$ cat src/hw/rtl/kmd_pkg.sv
// Shared widths, register codes and lane status type for the key matrix debouncer.
package kmd_pkg;

    // Fixed field widths of the ports
    localparam int ROW_W   = 2;
    localparam int FIELD_W = 11;
    localparam int NOW_W   = 32;
    localparam int DB_W    = 16;

    // Configuration port
    localparam int PADDR_W = 3;
    localparam int PDATA_W = 32;

    // Register word index (paddr[2])
    localparam logic REG_DEBOUNCE = 1'b0;

    localparam logic [DB_W-1:0] DEBOUNCE_RESET = 16'd5;

    // Per-column update status from a lane
    typedef struct packed {
        logic obs;        // new observed level
        logic stab;       // new stable level
        logic changed;    // stable level flipped this step
        logic load_time;  // change time takes the current time
    } lane_upd_t;

endpackage

$ cat src/hw/rtl/kmd_apb_regs.sv
// APB-style configuration register block holding the debounce time.
module kmd_apb_regs (
    input  logic                          aclk,
    input  logic                          aresetn,
    input  logic                          psel,
    input  logic                          penable,
    input  logic                          pwrite,
    input  logic [kmd_pkg::PADDR_W-1:0]   paddr,
    input  logic [kmd_pkg::PDATA_W-1:0]   pwdata,
    output logic [kmd_pkg::PDATA_W-1:0]   prdata,
    output logic                          pready,
    output logic [kmd_pkg::DB_W-1:0]      debounce_ms
);
    import kmd_pkg::*;

    logic [DB_W-1:0] debounce_reg;
    logic            wr_en;

    assign pready = 1'b1;
    assign wr_en  = psel && penable && pwrite && pready;

    // Register write
    always_ff @(posedge aclk) begin
        if (!aresetn) begin
            debounce_reg <= DEBOUNCE_RESET;
        end else if (wr_en && (paddr[2] == REG_DEBOUNCE)) begin
            debounce_reg <= pwdata[DB_W-1:0];
        end
    end

    // Read-back decode
    always_comb begin
        unique case (paddr[2])
            REG_DEBOUNCE: prdata = PDATA_W'(debounce_reg);
            default:      prdata = '0;
        endcase
    end

    assign debounce_ms = debounce_reg;

endmodule

$ cat src/hw/rtl/kmd_lane.sv
// One column lane: level change tracking and debounce timeout compare.
module kmd_lane #(
    parameter int TW = 32
) (
    input  logic                     sample,     // new level, 1 = pressed
    input  logic                     obs,        // last observed level
    input  logic                     stab,       // stable level
    input  logic [TW-1:0]            chg_time,   // time of last observed change
    input  logic [TW-1:0]            now,
    input  logic [kmd_pkg::DB_W-1:0] debounce_ms,
    output kmd_pkg::lane_upd_t       upd
);
    import kmd_pkg::*;

    logic          load;
    logic [TW-1:0] t_eff;
    logic [TW-1:0] elapsed;
    logic          ripe;
    logic          flip;

    // A new level restarts the timer
    assign load    = obs ^ sample;
    assign t_eff   = load ? now : chg_time;

    // Wrapping elapsed time against the debounce window
    assign elapsed = now - t_eff;
    assign ripe    = (elapsed >= TW'(debounce_ms));
    assign flip    = (stab ^ sample) && ripe;

    assign upd.obs       = sample;
    assign upd.stab      = stab ^ flip;
    assign upd.changed   = flip;
    assign upd.load_time = load;

endmodule

$ cat src/hw/rtl/key_matrix_debounce_top.sv
// Top level of the key matrix debouncer: input stage, lane array, row state, result stage.
//
//  channel  | handshake          | word
//  ---------+--------------------+------------------------------------------
//  s_       | s_valid / s_ready  | s_row_index, s_col_levels, s_now_ms
//  m_       | m_valid / m_ready  | m_out_row, m_stable_pressed, m_stable_changed
//  apb      | psel/penable/pready| paddr, pwdata, prdata (debounce_ms at 0x0)
//
// One word per cycle unless m_ stalls; each result is offered on m_ from the result register.
// Row state is read and written in the same cycle, so back-to-back rows see
// each other's updates with no bypass. Throughput is set by the single lane
// pass per row. Reset clears row state and the per-row timer valid bits;
// a stalled m_ side holds the result stage, then the input stage, then s_ready.
module key_matrix_debounce_top #(
    parameter int ROWS       = 4,
    parameter int COLS       = 11,
    parameter int TIME_WIDTH = 32
) (
    input  logic                          aclk,
    input  logic                          aresetn,
    // input words
    input  logic                          s_valid,
    output logic                          s_ready,
    input  logic [kmd_pkg::ROW_W-1:0]     s_row_index,
    input  logic [kmd_pkg::FIELD_W-1:0]   s_col_levels,
    input  logic [kmd_pkg::NOW_W-1:0]     s_now_ms,
    // result words
    output logic                          m_valid,
    input  logic                          m_ready,
    output logic [kmd_pkg::ROW_W-1:0]     m_out_row,
    output logic [kmd_pkg::FIELD_W-1:0]   m_stable_pressed,
    output logic [kmd_pkg::FIELD_W-1:0]   m_stable_changed,
    // configuration
    input  logic                          psel,
    input  logic                          penable,
    input  logic                          pwrite,
    input  logic [kmd_pkg::PADDR_W-1:0]   paddr,
    input  logic [kmd_pkg::PDATA_W-1:0]   pwdata,
    output logic [kmd_pkg::PDATA_W-1:0]   prdata,
    output logic                          pready
);
    import kmd_pkg::*;

    localparam int RW   = (ROWS > 1) ? $clog2(ROWS) : 1;
    localparam int RIW  = ((RW > ROW_W) ? RW : ROW_W) + 1;
    localparam int MAXC = (COLS > FIELD_W) ? COLS : FIELD_W;

    logic [DB_W-1:0] debounce_ms;

    // Input stage
    logic                  s1_valid_reg;
    logic [ROW_W-1:0]      s1_row_reg;
    logic [FIELD_W-1:0]    s1_lvl_reg;
    logic [TIME_WIDTH-1:0] s1_now_reg;

    // Result stage
    logic                  m_valid_reg;
    logic [ROW_W-1:0]      m_row_reg;
    logic [FIELD_W-1:0]    m_pressed_reg;
    logic [FIELD_W-1:0]    m_changed_reg;

    // Row state
    logic [COLS-1:0]                 obs_reg  [ROWS];
    logic [COLS-1:0]                 stab_reg [ROWS];
    logic [COLS-1:0][TIME_WIDTH-1:0] time_reg [ROWS];
    logic [ROWS-1:0]                 time_vld_reg;

    logic                            s_fire;
    logic                            s1_adv;
    logic [RIW-1:0]                  row_ext;
    logic                            row_ok;
    logic [RW-1:0]                   idx;
    logic [MAXC-1:0]                 lvl_ext;
    logic [COLS-1:0]                 sample;
    logic [COLS-1:0]                 obs_cur;
    logic [COLS-1:0]                 stab_cur;
    logic [COLS-1:0][TIME_WIDTH-1:0] time_cur;
    lane_upd_t                       upd [COLS];
    logic [COLS-1:0]                 obs_next;
    logic [COLS-1:0]                 stab_next;
    logic [COLS-1:0]                 chg_next;
    logic [COLS-1:0][TIME_WIDTH-1:0] time_next;
    logic [MAXC-1:0]                 stab_ext;
    logic [MAXC-1:0]                 chg_ext;

    kmd_apb_regs u_regs (
        .aclk        (aclk),
        .aresetn     (aresetn),
        .psel        (psel),
        .penable     (penable),
        .pwrite      (pwrite),
        .paddr       (paddr),
        .pwdata      (pwdata),
        .prdata      (prdata),
        .pready      (pready),
        .debounce_ms (debounce_ms)
    );

    // Handshake: the input stage moves on when the result stage is free
    assign s1_adv  = s1_valid_reg && (!m_valid_reg || m_ready);
    assign s_ready = !s1_valid_reg || s1_adv;
    assign s_fire  = s_valid && s_ready;

    always_ff @(posedge aclk) begin
        if (!aresetn) begin
            s1_valid_reg <= 1'b0;
        end else if (s_fire) begin
            s1_valid_reg <= 1'b1;
        end else if (s1_adv) begin
            s1_valid_reg <= 1'b0;
        end
    end

    always_ff @(posedge aclk) begin
        if (s_fire) begin
            s1_row_reg <= s_row_index;
            s1_lvl_reg <= s_col_levels;
            s1_now_reg <= s_now_ms[TIME_WIDTH-1:0];
        end
    end

    // Row select and state read
    assign row_ext = RIW'(s1_row_reg);
    assign row_ok  = (row_ext < RIW'(ROWS));
    assign idx     = row_ext[RW-1:0];
    assign lvl_ext = MAXC'(s1_lvl_reg);
    assign sample  = ~lvl_ext[COLS-1:0];

    always_comb begin
        obs_cur  = '0;
        stab_cur = '0;
        time_cur = '0;
        if (row_ok) begin
            obs_cur  = obs_reg[idx];
            stab_cur = stab_reg[idx];
            if (time_vld_reg[idx]) begin
                time_cur = time_reg[idx];
            end
        end
    end

    // Column lanes
    for (genvar c = 0; c < COLS; c++) begin : g_lane
        kmd_lane #(
            .TW (TIME_WIDTH)
        ) u_lane (
            .sample      (sample[c]),
            .obs         (obs_cur[c]),
            .stab        (stab_cur[c]),
            .chg_time    (time_cur[c]),
            .now         (s1_now_reg),
            .debounce_ms (debounce_ms),
            .upd         (upd[c])
        );

        assign obs_next[c]  = upd[c].obs;
        assign stab_next[c] = upd[c].stab;
        assign chg_next[c]  = upd[c].changed;
        assign time_next[c] = upd[c].load_time ? s1_now_reg : time_cur[c];
    end

    // State write-back
    always_ff @(posedge aclk) begin
        if (!aresetn) begin
            for (int r = 0; r < ROWS; r++) begin
                obs_reg[r]  <= '0;
                stab_reg[r] <= '0;
            end
            time_vld_reg <= '0;
        end else if (s1_adv && row_ok) begin
            obs_reg[idx]      <= obs_next;
            stab_reg[idx]     <= stab_next;
            time_vld_reg[idx] <= 1'b1;
        end
    end

    always_ff @(posedge aclk) begin
        if (s1_adv && row_ok) begin
            time_reg[idx] <= time_next;
        end
    end

    // Result stage
    assign stab_ext = MAXC'(stab_next);
    assign chg_ext  = MAXC'(chg_next);

    always_ff @(posedge aclk) begin
        if (!aresetn) begin
            m_valid_reg <= 1'b0;
        end else if (s1_adv) begin
            m_valid_reg <= 1'b1;
        end else if (m_ready) begin
            m_valid_reg <= 1'b0;
        end
    end

    always_ff @(posedge aclk) begin
        if (s1_adv) begin
            m_row_reg     <= s1_row_reg;
            m_pressed_reg <= row_ok ? stab_ext[FIELD_W-1:0] : '0;
            m_changed_reg <= row_ok ? chg_ext[FIELD_W-1:0] : '0;
        end
    end

    assign m_valid          = m_valid_reg;
    assign m_out_row        = m_row_reg;
    assign m_stable_pressed = m_pressed_reg;
    assign m_stable_changed = m_changed_reg;

endmodule

$ cat config.mk
export PLATFORM = sky130hd
export DESIGN_NAME = key_matrix_debounce_top
export DESIGN_NICKNAME = d
export VERILOG_FILES = /design/src/hw/rtl/kmd_pkg.sv /design/src/hw/rtl/kmd_apb_regs.sv /design/src/hw/rtl/kmd_lane.sv /design/src/hw/rtl/key_matrix_debounce_top.sv
export SDC_FILE = /design/constraint.sdc
export NUM_CORES = 2
export LEC_CHECK = 0
export BUFFER_PORTS_ARGS = -buffer_cell sky130_fd_sc_hd__buf_4
export CAP_MARGIN = 20
export CORE_MARGIN = 1
export CORE_UTILIZATION = 62
export CTS_CLUSTER_DIAMETER = 150
export DETAILED_ROUTE_END_ITERATION = 12
export GPL_ROUTABILITY_DRIVEN = 0
export PLACE_DENSITY = 0.83
export SLEW_MARGIN = 40
export SYNTH_ARGS = -nofsm -noshare
export SYNTH_HDL_FRONTEND = slang
export SYNTH_SLANG_ARGS = --single-unit
$ cat constraint.sdc
create_clock -name aclk -period 32.4 [get_ports aclk]
set_input_delay 1.62 -clock aclk [delete_from_list [all_inputs] [get_ports aclk]]
set_output_delay 1.62 -clock aclk [all_outputs]
set_load 0.05 [all_outputs]
==> reports/qor.yml <==
timing:
  finalSetupViolCount: 0
  fin_skew_ps: 36.3
  drv_slew: 0
  rsz0062_at_grt: "no"
  worst_hold_slack_ps: 461
  hold_viol_final: 0
  postLayoutSetupSlackWorst_ps: 22500
  finalSetupTns_ps: 0
  period_needed_ps: 9900
  relSlewSlack_pct: 41.6
  fin_crit_sh_pct: 30.5
  worst_pin_slew_ps: 876
  fmax_mhz: 101
floorplan:
  die-area_um2: 152000
  start_util_pct: 62.7
  dieHeight_um: 389
  floorplan.die.width_um: 389
  coreArea_um2: 148000
  io_pins: 146
  rows: 141
synthesis:
  ys_warn_count: 0
  synth_cell_types: 112
  synth.largest_area_cell: "edfxtp_1"
  ys.flop_type: "edfxtp_1"
  synthAdderAreaFrac_pct: 6.94
  synth_top_family_by_area: "compound AO/OA/AOI/OAI gates"
  synth_compound_area_share_pct: 15.2
  synthArstFlopShare_pct: 0
  syn_inst: 8273
  synthMuxAreaShare_pct: 9.59
  synth.top_cells.by_area: "edfxtp_1, ha_1, a21oi_1"
  synth.avg_cell_area_um2: 11.2
  ys_ff_latch: 1589
  synth-edff-count: 1565
  yosysTopAreaCellShare_pct: 50.5
  netlist_area_um2: 93000
  yosys.area_share.simple_pct: 10.2
  ys_seq_area_share_pct: 51.0
  synthXorXnorAreaFrac_pct: 2.99
cts:
  cts_tree: "yes"
  clkTransAtPathRegs_ps: 70
  htree_levels: 4
  cts.sink_count: 1589
  cts_setup_buffers: 0
  cts_resized: 0
  cts_buffers: 162
  cts.path.max_buffers: 3
  insertion_delay_ps: 830
  cts_hold_repair.buffers: 0
  root_buffer: "clkbuf_16"
layout:
  syn2layout_area_growth_pct: 8.70
  drive_gt1_share_pct: 11.9
  nets: 8805
  num-fill-cells: 10100
  utilization_pct: 68.2
  largest_register_ffs: 1408
global_routing:
  antenna_found_initial: 6
  grt_pass1_wl_um: 377000
  grt-ovfl-total: 0
  track_usage_pct: 32.1
  grt_max_degree: 173
  grt_pass1_vias: 66900
worst_setup_path:
  slowest_delay_ps: 670
  endpoint_kind: "flip-flop"
  crit_fanout: 86
  required_ps: 33070
  slowest_stage: "o21ai_0"
  path_class: "reg2reg"
  startpoint_type: "flip-flop"
  arrival_ps: 10570
pwr:
  power_mw: 5.68
  ir_drop_mv: 0.0574
  powerDensity_nw_per_um2: 56.1
  cellLeakagePower_nw: 38.5
routing:
  ant_nets: 0
  drt-initial-drc-count: 8249
  drc: 0
  wl_per_cell_um: 23.9
  dr.pass1.iters: 9
  wl_um: 248000
  vias_per_cell: 6.67
  vias: 69100
job:
  drv_cap: 0
run_status:
  status: "finished clean"
hold_path:
  hold_class: "reg2reg"
place:
  numPortBuffers: 110
  hpwl_um: 158000
  dp_slack_ps: 22450
final cells by class:
| cell class | count | area (um2) | area share, % |
|---|---|---|---|
| Clock inverter | 101 | 855 | 0.845 |
| Clock buffer | 197 | 4230 | 4.18 |
| Antenna cell | 4 | 10.0 | 0.00990 |
| Timing Repair Buffer | 270 | 2380 | 2.35 |
| Multi-Input combinational cell | 5779 | 42100 | 41.6 |
| Sequential cell | 1589 | 47500 | 47.0 |
| Inverter | 421 | 1580 | 1.56 |
| Tap cell | 2002 | 2500 | 2.48 |
power breakdown:
group / total, mW / internal [mW] / switching, mW
clock network: 1.81 / 1.01 / 0.795
logic: 1.49 / 0.560 / 0.927
registers: 2.38 / 2.36 / 0.0202
total: 5.68 / 3.93 / 1.74
metal layers:
layer | global-route usage, % | vias to the layer above | share of wire (%)
li1 | - | 31000 | -
met2 | 51.1 | 4088 | 46
met5 | 0 | - | 0.033
met3 | 6.27 | 692 | 11
met1 | 42.2 | 33400 | 38
met4 | 16.0 | 12 | 5.2
cells in the mapped netlist (all sizes together) (20+ instances only):
master      n
and2       46
a221oi     28
mux2i     310
nand3     120
o31a      247
nand4      81
or3        31
nor4       52
a2111oi    35
o31ai      69
or2        20
o22ai      22
a21boi     33
ha        484
a31oi      54
a21oi     685
xor2       87
mux4      121
nand2b     55
nor3       83
edfxtp   1565
o21bai     65
and3       69
dfxtp      24
a211oi     47
o211ai     31
o21a       56
inv       421
nand2     748
xnor2     226
a21o      234
clkbuf    384
nor2      670
buf       115
mux2      274
nor2b      60
o21ai     355
stage by stage:
stage               area (um2)  std cells
finish                  101000      10400
global route            101000      10400
CTS                     101000      10400
detailed placement       95800      10100
global placement         95600      10000
floorplan                93100       8288
path summary, 6_finish.rpt:
check | start | end | slack, ps | cells past startpoint
worst max register to register | flip-flop | stab_reg[0][3] | 22500 | 31
worst min register to register | u_regs.debounce_ms[3] | u_regs.debounce_ms[3] | 460 | 2
worst min-delay path | u_regs.debounce_ms[3] | u_regs.debounce_ms[3] | 460 | 2
worst max-delay path | flip-flop | stab_reg[0][3] | 22500 | 31
kinds of logic (layout without fill, tap and decap cells):
family	after synthesis	count (layout)
muxes	705	705
buffers and inverters	920	989
AOI/OAI and AO/OA	2134	2134
DFF	1589	1589
other	2	21
and+or+nand+nor	2097	2097
adders and majority gates	513	513
xor gates and xnor gates	313	313
critical path: cells and delay by family (launching register included):
| family | cells | cell delay, ps |
|---|---|---|
| flip-flops | 1 | 620 |
| AND/OR/NAND/NOR | 10 | 2220 |
| buffers and inverters | 4 | 1200 |
| adder cells (fa/ha/maj) | 3 | 1000 |
| multiplexers | 2 | 1050 |
| AO/OA/AOI/OAI | 11 | 3350 |
| XOR/XNOR | 1 | 200 |
cells in the final DEF (no fill, tap or decap), types with 29 or more instances in the layout:
master / synthesis / final
edfxtp_1: 1565 / 1565
o21ai_0: 337 / 334
clkinv_1: 0 / 32
nor2b_1: 60 / 59
inv_1: 420 / 417
clkbuf_1: 384 / 33
nand2b_1: 55 / 55
ha_1: 484 / 484
nand3_1: 120 / 120
or3_1: 31 / 30
a21oi_1: 685 / 685
nor2_1: 670 / 664
a211oi_1: 47 / 47
nor4_1: 46 / 45
nor3_1: 82 / 81
and3_1: 69 / 68
xor2_1: 87 / 85
mux4_2: 121 / 120
a21boi_0: 29 / 29
buf_4: 21 / 231
mux2_2: 271 / 270
and2_1: 45 / 45
o31ai_1: 64 / 64
o21a_1: 56 / 56
o211ai_1: 31 / 31
o21bai_1: 64 / 64
nand2_1: 744 / 744
mux2i_1: 310 / 310
a2111oi_0: 33 / 33
nand4_1: 81 / 81
clkbuf_16: 0 / 164
xnor2_1: 222 / 215
o31a_1: 247 / 247
a31oi_1: 52 / 52
a21o_1: 234 / 234
Power figures use the tool's default switching activity.
